===== config.mk =====
export PLATFORM = sky130hd
export DESIGN_NAME = drum_reversing_motor_sequencer_top
export DESIGN_NICKNAME = d
export VERILOG_FILES = /design/src/drmseq_pkg.sv /design/src/drum_reversing_motor_sequencer_top.sv /design/src/drmseq_mod.sv
export SDC_FILE = /design/constraint.sdc
export NUM_CORES = 1
export LEC_CHECK = 0
export BUFFER_PORTS_ARGS = -buffer_cell sky130_fd_sc_hd__buf_2
export CAP_MARGIN = 10
export CORE_UTILIZATION = 50
export CTS_CLUSTER_SIZE = 28
export DETAILED_ROUTE_END_ITERATION = 7
export HOLD_SLACK_MARGIN = 0.12
export PLACE_DENSITY = 0.71
export SETUP_SLACK_MARGIN = 0.05
export SYNTH_ARGS = -nofsm -noshare
export SYNTH_HDL_FRONTEND = slang
export SYNTH_SLANG_ARGS = --single-unit

===== constraint.sdc =====
create_clock -name i_clk -period 6.51 [get_ports i_clk]
set_input_delay 1.302 -clock i_clk [delete_from_list [all_inputs] [get_ports i_clk]]
set_output_delay 1.302 -clock i_clk [all_outputs]
set_load 0.03 [all_outputs]

===== src/drmseq_pkg.sv =====
package drmseq_pkg;

    localparam int TIME_W    = 24;
    localparam int SEC_W     = 16;
    localparam int DUR_W     = 8;
    localparam int TOTAL_W   = 10;
    localparam int CFG_IDX_W = 2;

    typedef enum logic [1:0] {
        MODE_OFF = 2'd0,
        MODE_FWD = 2'd1,
        MODE_REV = 2'd2
    } t_mode;

    typedef enum logic [2:0] {
        KIND_TICK   = 3'd0,
        KIND_START  = 3'd1,
        KIND_STOP   = 3'd2,
        KIND_MANFWD = 3'd3,
        KIND_MANREV = 3'd4,
        KIND_MANOFF = 3'd5
    } t_kind;

endpackage


===== src/drum_reversing_motor_sequencer_top.sv =====
// A start, stop, manual or idle tick word gives its result in the cycle after acceptance.
// A tick during a rotation with a non-zero cycle total gives its result once the
// bit-serial remainder unit, which takes one dividend bit per cycle, has handed its
// remainder over.
// One word is processed at a time; a new word is taken once the previous result is taken.
// Synchronous active-low reset clears the state, the level times and the result valid.
module drum_reversing_motor_sequencer_top
    import drmseq_pkg::*;
#(
    parameter int LEVEL_COUNT = 3
) (
    input  logic                 i_clk,
    input  logic                 i_rst_n,
    input  logic                 i_in_valid,
    output logic                 o_in_ready,
    input  logic [2:0]           i_kind,
    input  logic [7:0]           i_level,
    output logic                 o_out_valid,
    input  logic                 i_out_ready,
    output logic [1:0]           o_motor_mode,
    output logic                 o_rotation_active,
    output logic [1:0]           o_active_level,
    output logic [SEC_W-1:0]     o_elapsed_seconds,
    input  logic                 i_cfg_valid,
    output logic                 o_cfg_ready,
    input  logic [CFG_IDX_W-1:0] i_cfg_index,
    input  logic [TIME_W-1:0]    i_cfg_data
);

    typedef enum logic {
        S_IDLE,
        S_DIV
    } t_state;

    t_state              r_state;
    logic [TIME_W-1:0]   r_times [LEVEL_COUNT];
    logic [SEC_W-1:0]    r_count;
    logic                r_running;
    logic [1:0]          r_level;
    t_mode               r_mode;
    logic                r_out_valid;

    logic [TIME_W-1:0]   w_sel;
    logic [TOTAL_W-1:0]  w_fwd;
    logic [TOTAL_W-1:0]  w_rev;
    logic [TOTAL_W-1:0]  w_pause;
    logic [TOTAL_W-1:0]  w_fp;
    logic [TOTAL_W-1:0]  w_fpr;
    logic [TOTAL_W-1:0]  w_total;
    logic [TOTAL_W-1:0]  w_rem;
    logic                w_mod_done;
    logic                w_mod_start;
    logic                w_in_acc;
    logic                w_level_ok;
    t_mode               w_phase;
    t_kind               w_kind;

    always_comb begin
        w_sel = '0;
        for (int i = 0; i < LEVEL_COUNT; i++) begin
            if (r_level == 2'(i + 1)) begin
                w_sel = r_times[i];
            end
        end
    end

    assign w_fwd   = {2'b00, w_sel[DUR_W-1:0]};
    assign w_rev   = {2'b00, w_sel[2*DUR_W-1:DUR_W]};
    assign w_pause = {2'b00, w_sel[3*DUR_W-1:2*DUR_W]};
    assign w_fp    = w_fwd + w_pause;
    assign w_fpr   = w_fp + w_rev;
    assign w_total = w_fpr + w_pause;

    always_comb begin
        if (w_rem < w_fwd) begin
            w_phase = MODE_FWD;
        end else if (w_rem < w_fp) begin
            w_phase = MODE_OFF;
        end else if (w_rem < w_fpr) begin
            w_phase = MODE_REV;
        end else begin
            w_phase = MODE_OFF;
        end
    end

    assign w_kind      = t_kind'(i_kind);
    assign o_in_ready  = (r_state == S_IDLE) && (!r_out_valid || i_out_ready);
    assign w_in_acc    = i_in_valid && o_in_ready;
    assign w_level_ok  = (i_level >= 8'd1) && (i_level <= 8'(LEVEL_COUNT));
    assign w_mod_start = w_in_acc && (w_kind == KIND_TICK) && r_running
                         && (w_total != '0);
    assign o_cfg_ready = 1'b1;

    drmseq_mod u_mod (
        .i_clk      (i_clk),
        .i_rst_n    (i_rst_n),
        .i_start    (w_mod_start),
        .i_dividend (r_count + 16'd1),
        .i_divisor  (w_total),
        .o_done     (w_mod_done),
        .o_rem      (w_rem)
    );

    always_ff @(posedge i_clk) begin
        if (!i_rst_n) begin
            r_state     <= S_IDLE;
            r_count     <= '0;
            r_running   <= 1'b0;
            r_level     <= '0;
            r_mode      <= MODE_OFF;
            r_out_valid <= 1'b0;
            for (int i = 0; i < LEVEL_COUNT; i++) begin
                r_times[i] <= '0;
            end
        end else begin
            if (i_cfg_valid) begin
                for (int i = 0; i < LEVEL_COUNT; i++) begin
                    if (i_cfg_index == CFG_IDX_W'(i)) begin
                        r_times[i] <= i_cfg_data;
                    end
                end
            end
            if (r_out_valid && i_out_ready) begin
                r_out_valid <= 1'b0;
            end
            case (r_state)
                S_IDLE: begin
                    if (w_in_acc) begin
                        r_out_valid <= 1'b1;
                        case (w_kind)
                            KIND_TICK: begin
                                if (r_running) begin
                                    r_count <= r_count + 16'd1;
                                    if (w_total != '0) begin
                                        r_out_valid <= 1'b0;
                                        r_state     <= S_DIV;
                                    end
                                end
                            end
                            KIND_START: begin
                                if (w_level_ok && !(r_running && r_level == i_level[1:0])) begin
                                    r_level   <= i_level[1:0];
                                    r_count   <= '0;
                                    r_running <= 1'b1;
                                    if (r_mode == MODE_OFF) begin
                                        r_mode <= MODE_FWD;
                                    end
                                end
                            end
                            KIND_STOP: begin
                                r_running <= 1'b0;
                                r_mode    <= MODE_OFF;
                            end
                            KIND_MANFWD: r_mode <= MODE_FWD;
                            KIND_MANREV: r_mode <= MODE_REV;
                            KIND_MANOFF: r_mode <= MODE_OFF;
                            default: ;
                        endcase
                    end
                end
                S_DIV: begin
                    if (w_mod_done) begin
                        r_mode      <= w_phase;
                        r_out_valid <= 1'b1;
                        r_state     <= S_IDLE;
                    end
                end
                default: r_state <= S_IDLE;
            endcase
        end
    end

    assign o_out_valid       = r_out_valid;
    assign o_motor_mode      = r_mode;
    assign o_rotation_active = r_running;
    assign o_active_level    = r_level;
    assign o_elapsed_seconds = r_count;

    a_div_blocks_input: assert property (@(posedge i_clk) disable iff (!i_rst_n)
        (r_state == S_DIV) |-> !o_in_ready)
        else $error("Input word accepted during the remainder step.");

    a_done_in_div: assert property (@(posedge i_clk) disable iff (!i_rst_n)
        w_mod_done |-> (r_state == S_DIV))
        else $error("Remainder unit finished outside the remainder step.");

    a_active_has_level: assert property (@(posedge i_clk) disable iff (!i_rst_n)
        o_rotation_active |-> (o_active_level != 2'd0))
        else $error("Rotation active without a level.");

    a_stop_halts: assert property (@(posedge i_clk) disable iff (!i_rst_n)
        (w_in_acc && w_kind == KIND_STOP)
        |=> (o_motor_mode == MODE_OFF && !o_rotation_active && o_out_valid))
        else $error("Stop word did not halt the motor.");

    a_mode_legal: assert property (@(posedge i_clk) disable iff (!i_rst_n)
        (o_motor_mode == MODE_OFF || o_motor_mode == MODE_FWD || o_motor_mode == MODE_REV))
        else $error("Illegal motor mode.");

endmodule


===== src/drmseq_mod.sv =====
module drmseq_mod
    import drmseq_pkg::*;
(
    input  logic               i_clk,
    input  logic               i_rst_n,
    input  logic               i_start,
    input  logic [SEC_W-1:0]   i_dividend,
    input  logic [TOTAL_W-1:0] i_divisor,
    output logic               o_done,
    output logic [TOTAL_W-1:0] o_rem
);

    logic                     r_busy;
    logic                     r_done;
    logic [$clog2(SEC_W)-1:0] r_cnt;
    logic [SEC_W-1:0]         r_quo;
    logic [TOTAL_W-1:0]       r_rem;
    logic [TOTAL_W-1:0]       r_div;
    logic [TOTAL_W:0]         w_trial;
    logic [TOTAL_W-1:0]       w_diff;

    assign w_trial = {r_rem, r_quo[SEC_W-1]};
    assign w_diff  = w_trial[TOTAL_W-1:0] - r_div;

    always_ff @(posedge i_clk) begin
        if (!i_rst_n) begin
            r_busy <= 1'b0;
            r_done <= 1'b0;
            r_cnt  <= '0;
        end else begin
            r_done <= 1'b0;
            if (i_start) begin
                r_busy <= 1'b1;
                r_cnt  <= ($clog2(SEC_W))'(SEC_W - 1);
                r_quo  <= i_dividend;
                r_rem  <= '0;
                r_div  <= i_divisor;
            end else if (r_busy) begin
                r_quo <= {r_quo[SEC_W-2:0], 1'b0};
                if (w_trial >= {1'b0, r_div}) begin
                    r_rem <= w_diff;
                end else begin
                    r_rem <= w_trial[TOTAL_W-1:0];
                end
                if (r_cnt == '0) begin
                    r_busy <= 1'b0;
                    r_done <= 1'b1;
                end else begin
                    r_cnt <= r_cnt - 1'b1;
                end
            end
        end
    end

    assign o_done = r_done;
    assign o_rem  = r_rem;

endmodule


==> impl_metrics.csv, run 1 <==
group,metric,value,unit
run_status,status,"complete, no violations",
power,pwr-share-comb,3.4,%
logic_synthesis,synth_fa_ha_area_share,10.07,%
clock_tree,hold_buffers,0,
logic_synthesis,synth_top_area_cell,"edfxtp_1",
timing,rsz0062_at_grt,"false",
logic_synthesis,synth_simple_gate_area_share,13.02,%
setup_path,worstSetupPathType,"reg2reg",
drt,antenna_left,0,
drt,route.detailed.drc,0,
logic_synthesis,synthXorXnorAreaFrac,4.406,%
timing,worstMarginPinSlew,0.9248,ns
logic_synthesis,syn-num-nets,867,
global_route,busiest_layer,"met2",
power,ir_drop,0.1876,mV
logic_synthesis,netlist_instances,762,
drt,drt_iter0_markers,366,
setup_path,critPathRequiredTime,6.68,ns
clock_tree,clk-insertion-delay-late,0.43,ns
global_route,track_usage,22.56,%
place,dp_hpwl,13.10,mm
global_route,grt_overflow_total,0,
layout,n_antenna_cell,0,
logic_synthesis,synth_compound_area_share,14.81,%
layout,fin_cells,1070,
floorplanning,start_util,51.31,%
power,p_sw_share,22.60,%
power,pwr_density_cell,206.8,nW/um^2
clock_tree,cts_buffers,17,
clock_tree,clkTransAtPathRegs,0.06,ns
floorplanning,row_count,46,
logic_synthesis,ys_ff_latch,137,
drt,dr_total_vias,6044,
power,p_seq_share,51.5,%
logic_synthesis,synth.distinct_cells,71,
logic_synthesis,netlist_area,8150,um^2
layout,layout.nets,946,
timing,final-max-slew-violation-count,0,
logic_synthesis,synth_top_area_share,39.79,%
logic_synthesis,yosys_warnings,0,
drt,wirelength,17.99,mm
setup_path,slowest_stage,"dfxtp_2",
clock_tree,clkSinkCount,137,
global_route,antenna_found_initial,0,
global_route,met2_usage,39.32,%
place,gp_congestion,0.9026,
clock_tree,cts_tree,"built",
drt,firstDrtPassIters,5,
setup_path,arrival,6.22,ns
floorplanning,fp.dieW,129.7,um
layout,synthToLayoutAreaGrowth,14.71,%
global_route,grt_pass1_vias,5920,
min_path,hold_class,"reg2reg",
layout,final_common_cell,"edfxtp_1",
power,power_frac_clock,45.1,%
setup_path,cp_slowest_stage_delay,0.48,ns
timing,final-setup-viol-count,0,
timing,clock-skew-final,0.01489,ns
timing,relSlewSlack,37.78,%
logic_synthesis,synthArstFlopShare,0,%
global_route,grt_use_met1,28.14,%
place,portBuffers,64,
setup_path,crit_fanout,28,
timing,hold_violations,0,
logic_synthesis,synth_top_family_by_area,"compound AO/OA/AOI/OAI gates",
place,pre_cts_ws,0.01153,ns
power,intPower,1.496,mW
setup_path,cp-start-kind,"flip-flop",
timing,fin_crit_sh,92.94,%
job,max-cap-violations,0,
logic_synthesis,synth.area.top_cells,"edfxtp_1 (40%), ha_1 (9.2%), dfxtp_1 (7.1%)",
logic_synthesis,syn_avg_cell_area,10.70,um^2
drt,wl_per_cell,16.82,um
logic_synthesis,synth_edf_count,108,
power,leakage,3.834,nW
global_route,grt_pass1_wl,28.90,mm
logic_synthesis,synth_ff_type,"edfxtp_1",
drt,via_per_inst,5.649,
timing,clock.fmax,165.3,MHz
logic_synthesis,synth.yosys.seq_area_share,46.91,%
clock_tree,cts_root_buf,"clkbuf_16",
global_route,grt_max_degree,29,
layout,drive_gt1_share,18.74,%
floorplanning,coreArea,15890,um^2
floorplanning,io_pins,66,
clock_tree,cts-htree-levels,4,
clock_tree,clock_path_buffers,2,
timing,setup_tns,0,ns
timing,fin_ws,0.4593,ns
setup_path,end_kind,"flip-flop",
global_route,met3_usage,4.377,%
floorplanning,die_h,129.7,um
place,dp.cells,1032,
timing,fin_crit,6.051,ns
layout,most-common-layout-cells,"edfxtp_1 (108), nor2_1 (74), buf_2 (64)",
power,p_switching,0.4368,mW
logic_synthesis,synth_mux_area_share,7.261,%
floorplanning,die-area,16820,um^2
==> cells in the mapped netlist, types with 6 or more instances <==
cell and n:
a211oi_1 8, a21o_1 11, a21oi_1 48, a22oi_1 6
a31oi_1 10, and2_1 25, and3_1 9, clkbuf_1 16
dfxtp_1 29, edfxtp_1 108, ha_1 60, inv_1 45
mux2_2 17, mux2_4 8, mux2i_1 28, nand2_1 44
nand3_1 7, nor2_1 75, nor2b_1 6, nor3_1 16
o21a_1 7, o21ai_0 55, xnor2_1 23, xor2_1 18
==> worst max-delay path: cells and delay by family, from the launching register on <==
kind            cells  cell delay (ns)
fa+ha+maj           4             1.38
simple gates        7             1.34
compound gates      7             1.10
mux                 3             0.85
flops               1             0.48
buf+inv             3             0.46
xor+xnor            1             0.16
==> kinds of logic (layout without fill, tap and decap cells) <==
group | Yosys count | after routing
DFF | 137 | 137
other | 1 | 1
and+or+nand+nor | 214 | 214
adders and majority gates | 64 | 64
buffers and inverters | 70 | 161
xor gates and xnor gates | 41 | 41
AOI/OAI and AO/OA | 182 | 183
muxes | 53 | 53
==> worst paths after layout <==
check               startpoint                end  slack [ns]  depth (start not counted)
min          o_rotation_active  o_rotation_active        0.53                          2
min reg2reg  o_rotation_active  o_rotation_active        0.53                          2
max          o_active_level[0]    u_mod.r_quo[13]        0.46                         25
max reg2reg  o_active_level[0]    u_mod.r_quo[13]        0.46                         25
==> per-stage QoR <==
| stage | instance area [um^2] | util [%] | total power [mW] | hold WS [ns] |
|---|---|---|---|---|
| floorplan | 8153 | - | 1.049 | 0.4833 |
| global placement | 8741 | 55.03 | 1.077 | 0.4972 |
| detailed placement | 8741 | 55.03 | 1.080 | 0.5194 |
| CTS | 9268 | 58.34 | 1.945 | 0.5292 |
| global route | 9349 | 58.85 | 1.985 | 0.5481 |
| finish | 9349 | 58.85 | 1.933 | 0.5283 |
==> what timing repair did <==
item,CTS,global route
cloned,0,1
gates resized for setup,1,7
pin swaps,0,3
setup buffers,0,5
setup endpoints to repair,26,54
==> area by class of cell <==
type	count	area (um^2)
Inverter	47	176.4
Multi-Input combinational cell	556	4096
Fill cell	1350	6536
Timing Repair Buffer	82	455.4
Clock inverter	14	96.34
Clock buffer	18	429.2
Tap cell	216	270.3
Sequential cell	137	3825
==> flip-flops by register name, summed over array words and instances (netlist names), 2 cells and up <==
name and count:
u_mod.r_quo 16, u_mod.r_cnt 4, u_mod.r_div 10, o_elapsed_seconds 16, o_active_level 2, r_times 72, o_motor_mode 2, u_mod.o_rem 10
==> power groups by stage <==
stage	logic, mW	clock network, mW	registers (mW)
after floorplan	0.0359	0	1.01
after global placement	0.0638	0	1.01
after detailed placement	0.0666	0	1.01
after CTS	0.0667	0.883	0.995
after global routing	0.0734	0.912	0.999
final	0.0666	0.871	0.995
==> routing by layer <==
| layer | routed length, um | part of all wire (%) | vias to the layer above |
|---|---|---|---|
| li1 | - | - | 2951 |
| met1 | 8008 | 45 | 2933 |
| met2 | 9116 | 51 | 140 |
| met3 | 644 | 3.6 | 20 |
| met4 | 224 | 1.2 | 0 |
| met5 | 0 | 0 | - |
Note: power is estimated with default switching activity, not from simulation.
==> inputs of run 2 (changes only) <==
--- a/config.mk
+++ b/config.mk
@@ -11,7 +11,7 @@
 export CTS_CLUSTER_SIZE = 28
 export DETAILED_ROUTE_END_ITERATION = 7
 export HOLD_SLACK_MARGIN = 0.12
-export PLACE_DENSITY = 0.71
+export PLACE_DENSITY = 0.68
 export SETUP_SLACK_MARGIN = 0.05
 export SYNTH_ARGS = -nofsm -noshare
 export SYNTH_HDL_FRONTEND = slang
==> constraint.sdc (replaced) <==
create_clock -name i_clk -period 7.42 [get_ports i_clk]
set_input_delay 1.484 -clock i_clk [delete_from_list [all_inputs] [get_ports i_clk]]
set_output_delay 1.484 -clock i_clk [all_outputs]
set_load 0.03 [all_outputs]
==> impl_metrics.csv, run 2 (synthesis gave the netlist of run 1 again) <==
group,metric,value,unit
drt,drt_iter0_markers,414,
min_path,whs_path_depth,2,
setup_path,end_kind,"flip-flop",
clock_tree,cts-htree-levels,4,
global_route,grt_overflow_total,0,
drt,route.detailed.drc,0,
timing,clock-skew-final,0.009163,ns
place,placed_cell_area,8707,um^2
timing,fin_crit_sh,90.26,%
place,pre_cts_ws,0.5257,ns
layout,largest_reg_flops,72,
floorplanning,fp.dieW,129.7,um
place,gp_congestion,0.9586,
global_route,grt_pass1_wl,28.57,mm
global_route,grt_max_degree,29,
setup_path,arrival,6.79,ns
layout,fin_cells,1058,
floorplanning,coreArea,15890,um^2
timing,hold_violations,0,
clock_tree,cts_root_buf,"clkbuf_16",
layout,final_common_cell,"edfxtp_1",
run_status,status,"complete, no violations",
global_route,grt_pass1_vias,5883,
timing,fin_ws,0.7224,ns
drt,firstDrtPassIters,7,
clock_tree,hold_buffers,0,
layout,drive_gt1_share,17.34,%
floorplanning,start_util,51.31,%
layout,multi_input_area,4053,um^2
timing,relSlewSlack,37.99,%
global_route,track_usage,22.23,%
clock_tree,clkSinkCount,137,
timing,final-setup-viol-count,0,
setup_path,worst-r2r-cell-count,24,
clock_tree,clkTransAtPathRegs,0.06,ns
drt,wl_per_cell,16.88,um
layout,layout.nets,934,
clock_tree,cts_tree,"built",
timing,hold_ws,0.5167,ns
floorplanning,die-area,16820,um^2
setup_path,cp-start-kind,"flip-flop",
power,ir_drop,0.1653,mV
place,dp.cells,1026,
setup_path,crit_fanout,27,
place,dp_hpwl,13.13,mm
clock_tree,clk-insertion-delay-late,0.42,ns
floorplanning,io_pins,66,
timing,worstMarginPinSlew,0.9302,ns
timing,clock.fmax,149.3,MHz
setup_path,critPathRequiredTime,7.51,ns
floorplanning,die_h,129.7,um
drt,via_per_inst,5.615,
layout,largest-register,"r_times",
clock_tree,cts_buffers,17,
clock_tree,clock_path_buffers,2,
setup_path,worstSetupPathType,"reg2reg",
place,portBuffers,64,
drt,dr_total_vias,5941,
drt,antenna_left,0,
power,leakage,3.809,nW
min_path,hold_class,"reg2reg",
power,pwr_density_cell,193.4,nW/um^2
timing,setup_tns,0,ns
layout,final_area,9309,um^2
layout,synthToLayoutAreaGrowth,14.22,%
timing,fin_crit,6.698,ns
job,max-cap-violations,0,
global_route,antenna_found_initial,0,
layout,n_antenna_cell,0,
drt,wirelength,17.86,mm
layout,most-common-layout-cells,"edfxtp_1 (108), nor2_1 (75), buf_2 (64)",
timing,final-max-slew-violation-count,0,
layout,ff_latch_area,3824,um^2
layout,fillers,1344,
floorplanning,row_count,46,
timing,rsz0062_at_grt,"false",
[run 2: cell types whose count changed in the layout (fill, tap and decap cells not counted), sizes merged]
| cell | previous run | this run |
|---|---|---|
| buf | 82 | 71 |
| bufinv | 0 | 3 |
| inv | 53 | 51 |
| clkinv | 6 | 5 |
| o21a | 8 | 7 |
[run 2: final timing paths]
kind,end,slack (ns),startpoint
hold / removal,o_rotation_active,0.52,o_rotation_active
setup reg to reg,u_mod.r_quo[4],0.72,o_active_level[0]
setup / recovery,u_mod.r_quo[4],0.72,o_active_level[0]
hold reg to reg,o_rotation_active,0.52,o_rotation_active
[run 2: routing by layer]
layer | wire length (um) | up-vias | global-route usage [%]
met5 | 0 | - | 0
li1 | - | 2933 | -
met2 | 9010 | 140 | 38.60
met4 | 393 | 0 | 9.234
met3 | 553 | 31 | 4.542
met1 | 7900 | 2837 | 26.87
[run 2: repair_timing]
| item | in CTS | in global routing |
|---|---|---|
| buffers inserted | 0 | 0 |
| resized for setup | 0 | 1 |
| setup endpoints to repair | 0 | 26 |
[run 2: metrics by stage]
step / utilization, % / power (mW)
4_1_cts: 58.59 / 1.814
2_1_floorplan: - / 0.9202
3_5_place_dp: 54.81 / 0.9486
3_3_place_gp: 54.81 / 0.9471
6_report: 58.60 / 1.801
5_1_grt: 58.60 / 1.850
[run 2: layout make-up]
class	instances	area share (%)
well taps	216	2.903
inverters	47	1.895
repair buffers	71	4.140
flip-flops and latches	137	41.08
clock buffers	18	4.610
multi-input cells	555	43.53
clock inverters	14	1.841
[run 2: power breakdown]
| part | leakage (nW) | internal, mW | total (mW) | switching, mW |
|---|---|---|---|---|
| clock network | 0.286 | 0.531 | 0.868 | 0.336 |
| logic | 2.27 | 0.0222 | 0.0583 | 0.0361 |
| registers | 1.25 | 0.863 | 0.874 | 0.0114 |
| total | 3.81 | 1.42 | 1.80 | 0.384 |
[run 2: worst max-delay path, cell delays in order (launching register included)]
cell	delay [ns]
dfxtp_1	0.57
buf_12	0.24
mux2_2	0.36
a22oi_1	0.20
inv_1	0.07
ha_1	0.34
o21ai_0	0.19
a21oi_1	0.10
or2_2	0.30
xor2_1	0.16
ha_1	0.36
inv_1	0.07
nor2_1	0.10
o31ai_1	0.08
a21oi_1	0.36
a21oi_1	0.12
ha_1	0.40
o21ai_0	0.17
nor2_1	0.25
nand4b_1	0.18
or2_2	0.30
mux2_2	0.30
o2111ai_4	0.33
nand2_4	0.30
o21a_2	0.50
==> inputs of run 3 (changes only) <==
--- a/config.mk
+++ b/config.mk
@@ -7,11 +7,10 @@
 export LEC_CHECK = 0
 export BUFFER_PORTS_ARGS = -buffer_cell sky130_fd_sc_hd__buf_2
 export CAP_MARGIN = 10
-export CORE_UTILIZATION = 50
+export CORE_UTILIZATION = 30
 export CTS_CLUSTER_SIZE = 28
 export DETAILED_ROUTE_END_ITERATION = 7
 export HOLD_SLACK_MARGIN = 0.12
-export PLACE_DENSITY = 0.68
 export SETUP_SLACK_MARGIN = 0.05
 export SYNTH_ARGS = -nofsm -noshare
 export SYNTH_HDL_FRONTEND = slang
==> impl_metrics.csv, run 3 (synthesis gave the netlist of run 1 again) <==
group,metric,value,unit
run_status,status,"complete, no violations",
power,pwr-share-comb,3.2,%
clock_tree,clk-insertion-delay-late,0.43,ns
floorplanning,io_pins,66,
clock_tree,cts_buffers,17,
min_path,hp-start,"o_rotation_active",
layout,drive_gt1_share,18.09,%
clock_tree,cts-resized-gates,0,
floorplanning,start_util,30.93,%
place,placed_cell_area,8874,um^2
setup_path,arrival,6.55,ns
power,power_frac_clock,48.1,%
timing,setup_tns,0,ns
clock_tree,clkTransAtPathRegs,0.07,ns
setup_path,crit_path_end,"u_mod.r_quo[13]",
timing,fin_crit,6.518,ns
layout,largest_reg_flops,72,
power,pwr_density_cell,188.9,nW/um^2
drt,dr_total_vias,5800,
layout,final_area,9473,um^2
global_route,grt_overflow_total,0,
drt,firstDrtPassIters,5,
floorplanning,die-area,27830,um^2
drt,route.detailed.drc,0,
setup_path,r2r_setup_slack,0.90,ns
timing,rsz0062_at_grt,"false",
timing,final-max-slew-violation-count,0,
power,p_sw_share,23.61,%
power,p_switching,0.4226,mW
global_route,track_usage,13.07,%
setup_path,critPathRequiredTime,7.45,ns
layout,synthToLayoutAreaGrowth,16.23,%
setup_path,worst-r2r-cell-count,22,
setup_path,startpoint,"o_active_level[0]",
timing,hold_violations,0,
timing,relSlewSlack,23.95,%
setup_path,crit_fanout,26,
clock_tree,hold_buffers,0,
layout,n_antenna_cell,0,
global_route,grt_max_degree,29,
timing,clock.fmax,153.4,MHz
global_route,antenna_found_initial,0,
layout,largest-register,"r_times",
timing,worstMarginPinSlew,1.141,ns
clock_tree,clkSinkCount,137,
setup_path,r2r_start,"o_active_level[0]",
place,gp_congestion,0.8489,
timing,fin_crit_sh,87.85,%
drt,wl_per_cell,14.62,um
global_route,grt_pass1_wl,28.99,mm
clock_tree,clock_path_buffers,2,
setup_path,cp-start-kind,"flip-flop",
power,p_seq_share,48.7,%
clock_tree,cts_tree,"built",
power,ir_drop,0.1268,mV
floorplanning,fp.dieW,166.8,um
layout,layout.nets,938,
drt,via_per_inst,4.911,
setup_path,worstSetupPathType,"reg2reg",
layout,fillers,2596,
layout,final_common_cell,"edfxtp_1",
setup_path,end_kind,"flip-flop",
setup_path,r2r_end,"u_mod.r_quo[13]",
drt,drt_iter0_markers,264,
power,leakage,3.826,nW
layout,most-common-layout-cells,"edfxtp_1 (108), nor2_1 (75), buf_2 (64)",
job,max-cap-violations,0,
global_route,grt_pass1_vias,5798,
power,intPower,1.367,mW
timing,final-setup-viol-count,0,
drt,antenna_left,0,
min_path,hold_class,"reg2reg",
clock_tree,cts-htree-levels,4,
clock_tree,cts_root_buf,"clkbuf_16",
floorplanning,die_h,166.8,um
floorplanning,row_count,59,
clock_tree,cts_setup_buffers,0,
place,dp_hpwl,12.85,mm
place,portBuffers,64,
drt,wirelength,17.27,mm
timing,clock-skew-final,0.01843,ns
floorplanning,coreArea,26350,um^2
## run 3: final cells by class
cell class              instances  area, um^2  area share, %
flip-flops and latches        137        3824          40.36
clock inverters                15       173.9          1.836
well taps                     335       419.2          4.425
repair buffers                 75       402.9          4.253
clock buffers                  17       425.4          4.491
inverters                      47       176.4          1.862
multi-input cells             555        4051          42.77
## run 3: metal layers
| layer | up-vias | global-route usage [%] | wire [um] |
|---|---|---|---|
| li1 | 2941 | - | - |
| met1 | 2723 | 16.34 | 8045 |
| met2 | 115 | 22.12 | 8238 |
| met3 | 21 | 2.899 | 659 |
| met4 | 0 | 4.549 | 324 |
| met5 | - | 0 | 0 |
## run 3: power groups by stage
stage / logic [mW] / registers (mW) / clock network (mW)
floorplan: 0.0315 / 0.889 / 0
finish: 0.0578 / 0.872 / 0.860
global route: 0.0648 / 0.875 / 0.912
CTS: 0.0590 / 0.872 / 0.875
detailed placement: 0.0588 / 0.889 / 0
global placement: 0.0576 / 0.888 / 0
## run 3: critical path, cell delays in order, from the launching register on
cell       delay [ns]
dfxtp_1          0.58
buf_4            0.34
mux2i_1          0.11
o2bb2ai_1        0.29
inv_1            0.12
xnor2_1          0.14
ha_1             0.22
a21oi_2          0.24
xnor2_1          0.21
ha_1             0.34
a211oi_1         0.34
o21bai_1         0.12
a21oi_1          0.19
xnor2_1          0.16
ha_1             0.31
o21ai_0          0.30
nor2_1           0.14
a221o_1          0.37
o311ai_0         0.11
mux2_2           0.26
o2111ai_4        0.20
nand2_4          0.11
o21a_1           0.88
## run 3: worst min-delay path by stage
stage,cells past startpoint,endpoint
after detailed placement,2,o_rotation_active
after global placement,2,o_rotation_active
after floorplan,2,u_mod.o_done
final,2,o_rotation_active
after CTS,2,o_rotation_active
after global routing,2,o_elapsed_seconds[14]
## run 3: through the flow
| step | cells | total power [mW] | utilization (%) | setup WS, ns | hold slack (ns) |
|---|---|---|---|---|---|
| final | 1181 | 1.789 | 35.94 | 0.9015 | 0.5260 |
| after global routing | 1181 | 1.852 | 35.94 | 0.3486 | 0.5620 |
| after CTS | 1181 | 1.806 | 35.94 | 0.8076 | 0.5225 |
| after detailed placement | 1149 | 0.9476 | 33.67 | 0.8870 | 0.5131 |
| after global placement | 1149 | 0.9454 | 33.67 | 0.9938 | 0.5100 |
| after floorplan | 762 | 0.9202 | - | 0.6027 | 0.4835 |
